$ cat config.mk
export PLATFORM = sky130hd
export DESIGN_NAME = servo_idle_detach_axis
export DESIGN_NICKNAME = d
export VERILOG_FILES = /design/src/hdl/sida_pkg.sv /design/src/hdl/sida_state_ram.sv /design/src/hdl/sida_pulse_map.sv /design/src/hdl/servo_idle_detach_axis.sv
export SDC_FILE = /design/constraint.sdc
export NUM_CORES = 2
export LEC_CHECK = 0
export BUFFER_PORTS_ARGS = -buffer_cell sky130_fd_sc_hd__buf_2
export CORE_MARGIN = 4
export CORE_UTILIZATION = 24
export DETAILED_ROUTE_END_ITERATION = 8
export PLACE_DENSITY_LB_ADDON = 0.1
export SETUP_SLACK_MARGIN = 0.5
export SYNTH_ARGS = -nofsm -noshare
export SYNTH_HDL_FRONTEND = slang
export SYNTH_SLANG_ARGS = --single-unit
export TNS_END_PERCENT = 5
$ cat constraint.sdc
create_clock -name clk -period 13.75 [get_ports clk]
set_clock_uncertainty 0.05 [all_clocks]
set_input_delay 1.375 -clock clk [delete_from_list [all_inputs] [get_ports clk]]
set_output_delay 1.375 -clock clk [all_outputs]
set_load 0.01 [all_outputs]
$ cat src/hdl/sida_pkg.sv
// Shared types and constants of the servo idle-detach axis block.
package sida_pkg;

    localparam int SAMPLE_W = 10;
    localparam int IDLE_W   = 8;
    localparam int US_W     = 15;
    localparam int TICK_W   = 16;

    // Saturation value of the per-axis idle count.
    localparam logic [IDLE_W-1:0] IDLE_SAT = 8'hFF;

    // Full-scale sample; the pulse mapping divides by this.
    localparam logic [SAMPLE_W-1:0] SAMPLE_FULL = 10'd1023;

    // The 20000 us period is 625 * 32: shift by 5, then divide by 625
    // through a reciprocal multiply and one correction step.
    localparam int               PERIOD_SHIFT = 5;
    localparam logic [9:0]       PERIOD_ODD   = 10'd625;
    localparam int               RECIP_SHIFT  = 36;
    localparam logic [26:0]      RECIP_625    = 27'd109951162;
    localparam logic [TICK_W-1:0] TICK_MAX    = 16'hFFFF;

    // Register reset values.
    localparam logic [9:0]  THRESH_RST = 10'd4;
    localparam logic [7:0]  LIMIT_RST  = 8'd30;
    localparam logic [14:0] PMIN_RST   = 15'd1000;
    localparam logic [14:0] PMAX_RST   = 15'd2000;
    localparam logic [15:0] TTOP_RST   = 16'd39999;

    typedef enum logic [2:0] {
        REG_MOVE_THRESH = 3'd0,
        REG_IDLE_LIMIT  = 3'd1,
        REG_PULSE_MIN   = 3'd2,
        REG_PULSE_MAX   = 3'd3,
        REG_TIMER_TOP   = 3'd4
    } sida_reg_t;

    typedef enum logic {
        OP_UPDATE = 1'b0,
        OP_INIT   = 1'b1
    } sida_op_t;

    typedef enum logic [1:0] {
        ST_IDLE,
        ST_UPDATE,
        ST_MAP
    } sida_state_t;

    // One axis record as kept in the state memory.
    typedef struct packed {
        logic                attached;
        logic [IDLE_W-1:0]   idle;
        logic [SAMPLE_W-1:0] last;
    } sida_entry_t;

    localparam sida_entry_t ENTRY_RESET = '{attached: 1'b1, idle: '0, last: '0};

    typedef struct packed {
        logic start;
        logic take;
    } sida_map_ctrl_t;

    typedef struct packed {
        logic              valid;
        logic [US_W-1:0]   pulse_us;
        logic [TICK_W-1:0] pulse_ticks;
    } sida_map_res_t;

endpackage

$ cat src/hdl/sida_state_ram.sv
// Per-axis state memory with synchronous read and reset-valid bits.
module sida_state_ram import sida_pkg::*;
#(
    parameter int DEPTH = 2,
    parameter int AW    = 1
)
(
    input  logic          clk,
    input  logic          rst_n,
    input  logic          rd_en,
    input  logic [AW-1:0] rd_addr,
    output sida_entry_t   rd_entry,
    input  logic          wr_en,
    input  logic [AW-1:0] wr_addr,
    input  sida_entry_t   wr_entry
);

    sida_entry_t mem [DEPTH];
    sida_entry_t rd_data_reg;
    logic        rd_valid_reg;
    logic [DEPTH-1:0] valid_reg;

    always_ff @(posedge clk)
    begin
        if (wr_en)
        begin
            mem[wr_addr] <= wr_entry;
        end
        if (rd_en)
        begin
            rd_data_reg <= mem[rd_addr];
        end
    end

    always_ff @(posedge clk or negedge rst_n)
    begin
        if (!rst_n)
        begin
            valid_reg    <= '0;
            rd_valid_reg <= 1'b0;
        end
        else
        begin
            if (wr_en)
            begin
                valid_reg[wr_addr] <= 1'b1;
            end
            if (rd_en)
            begin
                rd_valid_reg <= valid_reg[rd_addr];
            end
        end
    end

    // An entry never written since reset reads as the reset record.
    assign rd_entry = rd_valid_reg ? rd_data_reg : ENTRY_RESET;

endmodule

$ cat src/hdl/sida_pulse_map.sv
// Multi-cycle datapath mapping a sample to microseconds and timer ticks.
module sida_pulse_map import sida_pkg::*;
(
    input  logic                clk,
    input  logic                rst_n,
    input  sida_map_ctrl_t      ctrl,
    input  logic [SAMPLE_W-1:0] sample,
    input  logic [US_W-1:0]     pulse_min,
    input  logic [US_W-1:0]     pulse_max,
    input  logic [TICK_W-1:0]   timer_top,
    output sida_map_res_t       res
);

    logic [4:0]        stage_reg;
    logic              res_valid_reg;
    logic              inv_reg;
    logic [24:0]       prod_reg;
    logic [US_W-1:0]   us_reg;
    logic [30:0]       tus_reg;
    logic [52:0]       xm_reg;
    logic [16:0]       qe_reg;
    logic [26:0]       qm_reg;
    logic [TICK_W-1:0] ticks_reg;

    logic              inv_next;
    logic [US_W-1:0]   span_next;
    logic [15:0]       fold1;
    logic [10:0]       fold2;
    logic [15:0]       quo;
    logic [15:0]       us_wide;
    logic [16:0]       qe_next;
    logic [26:0]       rem;
    logic [16:0]       q_fin;

    always_comb
    begin
        inv_next  = pulse_max < pulse_min;
        span_next = inv_next ? pulse_min - pulse_max : pulse_max - pulse_min;
    end

    // Division by 1023: with p = 1024a + b, p = 1023a + (a + b); folding the
    // residue twice leaves a remainder below twice the divisor.
    always_comb
    begin
        fold1   = 16'(prod_reg[24:10]) + 16'(prod_reg[9:0]);
        fold2   = 11'(fold1[15:10]) + 11'(fold1[9:0]);
        quo     = 16'(prod_reg[24:10]) + 16'(fold1[15:10])
                + ((fold2 >= 11'(SAMPLE_FULL)) ? 16'd1 : 16'd0);
        us_wide = inv_reg ? 16'(pulse_min) - quo : 16'(pulse_min) + quo;
    end

    always_comb
    begin
        qe_next = xm_reg[52:RECIP_SHIFT];
        rem     = 27'(tus_reg[30:PERIOD_SHIFT]) - qm_reg;
        q_fin   = qe_reg + ((rem >= 27'(PERIOD_ODD)) ? 17'd1 : 17'd0);
    end

    always_ff @(posedge clk or negedge rst_n)
    begin
        if (!rst_n)
        begin
            stage_reg     <= '0;
            res_valid_reg <= 1'b0;
        end
        else
        begin
            stage_reg <= {stage_reg[3:0], ctrl.start};
            if (stage_reg[4])
            begin
                res_valid_reg <= 1'b1;
            end
            else if (ctrl.take)
            begin
                res_valid_reg <= 1'b0;
            end
        end
    end

    always_ff @(posedge clk)
    begin
        if (ctrl.start)
        begin
            inv_reg  <= inv_next;
            prod_reg <= 25'(sample) * 25'(span_next);
        end
        if (stage_reg[0])
        begin
            us_reg <= us_wide[US_W-1:0];
        end
        if (stage_reg[1])
        begin
            tus_reg <= 31'(timer_top) * 31'(us_reg);
        end
        if (stage_reg[2])
        begin
            xm_reg <= 53'(tus_reg[30:PERIOD_SHIFT]) * 53'(RECIP_625);
        end
        if (stage_reg[3])
        begin
            qe_reg <= qe_next;
            qm_reg <= 27'(qe_next) * 27'(PERIOD_ODD);
        end
        if (stage_reg[4])
        begin
            ticks_reg <= (q_fin > 17'(TICK_MAX)) ? TICK_MAX : q_fin[TICK_W-1:0];
        end
    end

    assign res.valid       = res_valid_reg;
    assign res.pulse_us    = us_reg;
    assign res.pulse_ticks = ticks_reg;

endmodule

$ cat src/hdl/servo_idle_detach_axis.sv
// Top level: servo axis idle-detach controller with pulse and tick mapping.
//
// Input beats arrive on s_tvalid/s_tready: s_tuser carries the operation
// (update with a sample, or initialise the axis), s_tdata the axis number and
// the 10-bit potentiometer sample. Each accepted beat yields exactly one
// output beat on m_tvalid/m_tready with the mapped pulse width, the timer
// compare value and the drive/detach/reattach flags for that axis.
// Configuration registers are written through cfg_we/cfg_index/cfg_data,
// one register per cycle; the user must write them only while the block is
// idle, and the block itself does not enforce it. The mapping datapath
// registers span product, pulse width, timer product, reciprocal multiply,
// quotient estimate and its multiple of 625, then corrected, saturated
// ticks; no new beat is taken before the result enters the output register.
// One item is in flight at a time, so reads and write-backs of the state
// memory never overlap.
// Reset clears all axes to sample zero, idle count zero and attached, and
// loads the register defaults; no clearing pass is needed.
// A stalled receiver holds the result in the output register; the block
// takes and processes the next beat meanwhile and waits only once that
// result is ready to leave.
module servo_idle_detach_axis import sida_pkg::*;
#(
    parameter int NUM_AXES = 2
)
(
    input  logic        clk,
    input  logic        rst_n,
    input  logic        s_tvalid,
    output logic        s_tready,
    input  logic [15:0] s_tdata,   // [0] axis_index, [10:1] pot_reading, rest zero
    input  logic        s_tuser,   // [0] op
    output logic        m_tvalid,
    input  logic        m_tready,
    output logic [39:0] m_tdata,   // [0] axis_out, [15:1] pulse_us, [31:16] pulse_ticks,
                                   // [32] drive_valid, [33] detach_event,
                                   // [34] reattach_event, rest zero
    input  logic        cfg_we,
    input  logic [2:0]  cfg_index,
    input  logic [15:0] cfg_data
);

    localparam int AXIS_AW = (NUM_AXES > 1) ? $clog2(NUM_AXES) : 1;

    sida_state_t state_reg, state_next;

    logic [9:0]  thresh_reg;
    logic [7:0]  limit_reg;
    logic [14:0] pmin_reg;
    logic [14:0] pmax_reg;
    logic [15:0] ttop_reg;

    logic                op_reg;
    logic                axis_reg;
    logic [SAMPLE_W-1:0] sample_reg;
    logic                drive_reg;
    logic                det_reg;
    logic                reat_reg;

    logic              out_valid_reg;
    logic              out_axis_reg;
    logic [US_W-1:0]   out_us_reg;
    logic [TICK_W-1:0] out_ticks_reg;
    logic              out_drive_reg;
    logic              out_det_reg;
    logic              out_reat_reg;

    logic           accept;
    logic           out_free;
    sida_map_ctrl_t map_ctrl;
    sida_map_res_t  map_res;
    sida_entry_t    rd_entry;
    sida_entry_t    wr_entry;
    logic           wr_en;
    logic           in_range;

    logic [SAMPLE_W-1:0] delta;
    logic                moved;
    logic                drive_next;
    logic                det_next;
    logic                reat_next;

    assign accept   = s_tvalid && s_tready;
    assign out_free = !out_valid_reg || m_tready;
    assign in_range = 32'(axis_reg) < NUM_AXES;

    // Configuration registers.
    always_ff @(posedge clk or negedge rst_n)
    begin
        if (!rst_n)
        begin
            thresh_reg <= THRESH_RST;
            limit_reg  <= LIMIT_RST;
            pmin_reg   <= PMIN_RST;
            pmax_reg   <= PMAX_RST;
            ttop_reg   <= TTOP_RST;
        end
        else if (cfg_we)
        begin
            case (cfg_index)
                REG_MOVE_THRESH: thresh_reg <= cfg_data[9:0];
                REG_IDLE_LIMIT:  limit_reg  <= cfg_data[7:0];
                REG_PULSE_MIN:   pmin_reg   <= cfg_data[14:0];
                REG_PULSE_MAX:   pmax_reg   <= cfg_data[14:0];
                REG_TIMER_TOP:   ttop_reg   <= cfg_data;
                default:         ;
            endcase
        end
    end

    // Sequencer.
    always_comb
    begin
        state_next = state_reg;
        case (state_reg)
            ST_IDLE:
            begin
                if (accept)
                begin
                    state_next = ST_UPDATE;
                end
            end
            ST_UPDATE:
            begin
                state_next = ST_MAP;
            end
            ST_MAP:
            begin
                if (map_res.valid && out_free)
                begin
                    state_next = ST_IDLE;
                end
            end
            default:
            begin
                state_next = ST_IDLE;
            end
        endcase
    end

    always_comb
    begin
        s_tready       = 1'b0;
        wr_en          = 1'b0;
        map_ctrl.start = 1'b0;
        map_ctrl.take  = 1'b0;
        case (state_reg)
            ST_IDLE:
            begin
                s_tready       = 1'b1;
                map_ctrl.start = s_tvalid;
            end
            ST_UPDATE: wr_en         = in_range;
            ST_MAP:    map_ctrl.take = map_res.valid && out_free;
            default:   ;
        endcase
    end

    always_ff @(posedge clk or negedge rst_n)
    begin
        if (!rst_n)
        begin
            state_reg <= ST_IDLE;
        end
        else
        begin
            state_reg <= state_next;
        end
    end

    // Axis state update, applied to the record read during the accept cycle.
    always_comb
    begin
        wr_entry   = rd_entry;
        delta      = (sample_reg > rd_entry.last) ? sample_reg - rd_entry.last
                                                  : rd_entry.last - sample_reg;
        moved      = delta >= thresh_reg;
        det_next   = 1'b0;
        reat_next  = 1'b0;
        wr_entry.last = sample_reg;
        if (op_reg == OP_INIT)
        begin
            wr_entry.attached = 1'b1;
        end
        else
        begin
            if (moved)
            begin
                wr_entry.idle = '0;
                if (!rd_entry.attached)
                begin
                    wr_entry.attached = 1'b1;
                    reat_next         = 1'b1;
                end
            end
            else if (rd_entry.idle != IDLE_SAT)
            begin
                wr_entry.idle = rd_entry.idle + 8'd1;
            end
            // A zero limit makes an attached axis detach on every update.
            if (wr_entry.attached && (wr_entry.idle >= limit_reg))
            begin
                wr_entry.attached = 1'b0;
                det_next          = 1'b1;
            end
        end
        drive_next = wr_entry.attached && in_range;
        det_next   = det_next && in_range;
        reat_next  = reat_next && in_range;
    end

    always_ff @(posedge clk)
    begin
        if (accept)
        begin
            op_reg     <= s_tuser;
            axis_reg   <= s_tdata[0];
            sample_reg <= s_tdata[10:1];
        end
        if (state_reg == ST_UPDATE)
        begin
            drive_reg <= drive_next;
            det_reg   <= det_next;
            reat_reg  <= reat_next;
        end
        if (map_ctrl.take)
        begin
            out_axis_reg  <= axis_reg;
            out_us_reg    <= map_res.pulse_us;
            out_ticks_reg <= map_res.pulse_ticks;
            out_drive_reg <= drive_reg;
            out_det_reg   <= det_reg;
            out_reat_reg  <= reat_reg;
        end
    end

    always_ff @(posedge clk or negedge rst_n)
    begin
        if (!rst_n)
        begin
            out_valid_reg <= 1'b0;
        end
        else if (map_ctrl.take)
        begin
            out_valid_reg <= 1'b1;
        end
        else if (m_tready)
        begin
            out_valid_reg <= 1'b0;
        end
    end

    sida_state_ram #(
        .DEPTH (NUM_AXES),
        .AW    (AXIS_AW)
    ) u_ram (
        .clk      (clk),
        .rst_n    (rst_n),
        .rd_en    (accept),
        .rd_addr  (AXIS_AW'(s_tdata[0])),
        .rd_entry (rd_entry),
        .wr_en    (wr_en),
        .wr_addr  (AXIS_AW'(axis_reg)),
        .wr_entry (wr_entry)
    );

    sida_pulse_map u_map (
        .clk       (clk),
        .rst_n     (rst_n),
        .ctrl      (map_ctrl),
        .sample    (s_tdata[10:1]),
        .pulse_min (pmin_reg),
        .pulse_max (pmax_reg),
        .timer_top (ttop_reg),
        .res       (map_res)
    );

    assign m_tvalid = out_valid_reg;
    assign m_tdata  = {5'b0, out_reat_reg, out_det_reg, out_drive_reg,
                       out_ticks_reg, out_us_reg, out_axis_reg};

`ifndef SYNTHESIS
    a_accept_starts_update: assert property (@(posedge clk) disable iff (!rst_n)
        accept |=> (state_reg == ST_UPDATE))
        else $error("accepted beat did not start a state update");

    a_idle_no_result: assert property (@(posedge clk) disable iff (!rst_n)
        (state_reg == ST_IDLE) |-> !map_res.valid)
        else $error("mapping result pending while sequencer idle");

    a_detach_drops_drive: assert property (@(posedge clk) disable iff (!rst_n)
        (out_valid_reg && out_det_reg) |-> !out_drive_reg)
        else $error("detached axis still flagged for drive");
`endif

endmodule
==> qor.txt <==
Setup violations, final: 0
outcome: completed
max-cap violation count: 0
max FFs per register: 38
drt first pass iters: 5
Yosys reg bits: 323
worst endpoint data arrival time: 9470 ps
Tot GR Track Use: 0.1335
syn_area_per_cell: 10.04 µm²
CP max stage delay: 680 ps
RSZ-0062 raised after global routing: false
CP required: 14040 ps
Worst slew margin: 0.3003
Final min period: 9174 ps
total grt overflow: 0
Synth Cell Area: 44740 µm²
most frequent cells after synthesis: inv_1 (966), ha_1 (636), fa_1 (615)
CTS tree: built
CP max FO: 14
library cells used by synthesis: 84
FP Rows: 158
Final period util: 0.6672
Ports: 83
reg2reg path depth: 26
hold_sp: u_map.ticks_reg[0]
ys async rst share: 0.2353
grt met1 use: 0.1729
clk slew on worst S/H paths: 50 ps
clock tree buffer depth: 3
Worst Hold Class: reg2reg
Die X-Extent: 439.8 µm
Via density: 4.286
Syn Inst Count: 4456
Initial Utilization: 0.2413
first-pass GRT wire length: 197.7 mm
Die Y-Extent: 439.8 µm
largest net degree at the start of global routing: 55
R2R Path End: u_map.prod_reg[24]
count of input and output buffers: 72
number of H-tree levels: 2
max-slew violation count: 0
dominant cell type by area after synthesis: fa_1
top-area cell type share of the netlist area: 0.2752
CTS Hold Buffers Added: 0
Synth-to-Final Area Change: 10.83%
Hold Vio Cnt, Final: 0
Post-route DRC: 0
# nets final: 5809
Slew @ Worst Pin: 1039 ps
vias in the first global route: 33140
critical setup path kind: reg2reg
Worst-Skew Late Latency: 620 ps
Post-synth EDFFs: 247
register area share after synthesis: 0.2090
most common cell in the netlist: inv_1
DR vias: 30150
initial antenna violation count: 3
PostCTS Resize Cnt: 0
nature of the critical path startpoint: flop
Hold EP: out_ticks_reg[0]
ranking of synthesized cells by area: fa_1 (28%), ha_1 (18%), edfxtp_1 (17%)
R2R setup slack: 4580 ps
share of cells above drive strength 1: 0.06832
cts bufs inserted: 43
most used routing layer: met2
met3 GRT Util: 0.01298
ys flop type: edfxtp_1
CTS Sinks: 323
DRT antenna net count: 0
reg2reg start: pmin_reg[1]
grt met2 use: 0.2369
WHS Path Cells: 0
Fin Setup TNS: 0 ps
Slowest cell on crit path: nor2_2
final worst setup slack: 4576 ps
drt wl/cell: 18.01 µm
DP Wirelength: 103.2 mm
fmax: 109.0 MHz
Synth warnings: 0
Total Wirelength: 126.7 mm
1st-iter DRT viols: 1221
die footprint: 193400 µm²
RePlAce Congestion: 0.7975
Core ar.: 185400 µm²
Worst Setup End Kind: flop
Root Buffer: clkbuf_16
cell mode on critical path: fa_1
post-CTS setup buffer count: 0
pre-CTS WS: 4411 ps
-- routing by layer --
layer | wire length [µm] | vias to the layer above
met5 | 0 | -
met4 | 3496 | 0
met2 | 62570 | 226
met3 | 2446 | 120
li1 | - | 14600
met1 | 58180 | 15200
-- through the flow --
stage                     utilization  hold WS [ps]  instance area [µm²]  std cells
final                          0.2674         367.1                49590       7033
after global routing           0.2674         378.6                49590       7033
after CTS                      0.2674         368.9                49580       7032
after detailed placement       0.2598         356.1                48170       6952
after global placement         0.2598         357.7                48170       6952
after floorplan                     -         350.3                44750       4460
-- cell families after synthesis --
family / synth area share
DFF: 0.2090
AOI/OAI and AO/OA: 0.08432
muxes: 0.02355
adders and majority gates: 0.4533
other: 0.00008382
and+or+nand+nor: 0.1066
buffers and inverters: 0.09081
xor gates and xnor gates: 0.03230
-- worst max-delay path by stage --
stage,startpoint,end,slack [ps]
2_1_floorplan,u_map.prod_reg[10],u_map.us_reg[14],5690
3_3_place_gp,pmin_reg[1],u_map.prod_reg[24],4430
3_5_place_dp,pmin_reg[1],u_map.prod_reg[24],4410
4_1_cts,pmin_reg[1],u_map.prod_reg[24],4370
5_1_grt,u_map.prod_reg[11],u_map.us_reg[14],3670
6_report,pmin_reg[1],u_map.prod_reg[24],4580
-- area by class of cell --
type	instances	area, µm²
Fill cell	20030	135800
Multi-Input combinational cell	3067	31390
Sequential cell	323	9355
Inverter	966	3626
Tap cell	2480	3103
Clock buffer	52	1120
Timing Repair Buffer	116	693.2
Clock inverter	28	294.0
Antenna cell	1	2.502
-- cells in the final DEF (no fill, tap or decap), types with 58 or more instances in the layout --
cell / count
and2_1: 136
inv_1: 965
nand2_1: 365
mux2_2: 66
a21oi_1: 143
edfxtp_1: 247
fa_1: 615
xnor2_1: 105
nor2_1: 133
ha_1: 636
xor2_1: 58
a21o_1: 75
o21ai_0: 121
buf_2: 71
nand3_1: 65
-- worst max-delay path: cells and delay by family (launching register included) --
| kind | cells | cell delay (ps) |
|---|---|---|
| adder cells (fa/ha/maj) | 7 | 3110 |
| buffers and inverters | 2 | 210 |
| multiplexers | 1 | 550 |
| AND/OR/NAND/NOR | 6 | 1930 |
| flip-flops | 1 | 540 |
| XOR/XNOR | 1 | 110 |
| AO/OA/AOI/OAI | 9 | 2400 |
Power is left out: the tool's default activity adds up to more than one toggle a clock period on the data nets, which glitch-free logic cannot reach.
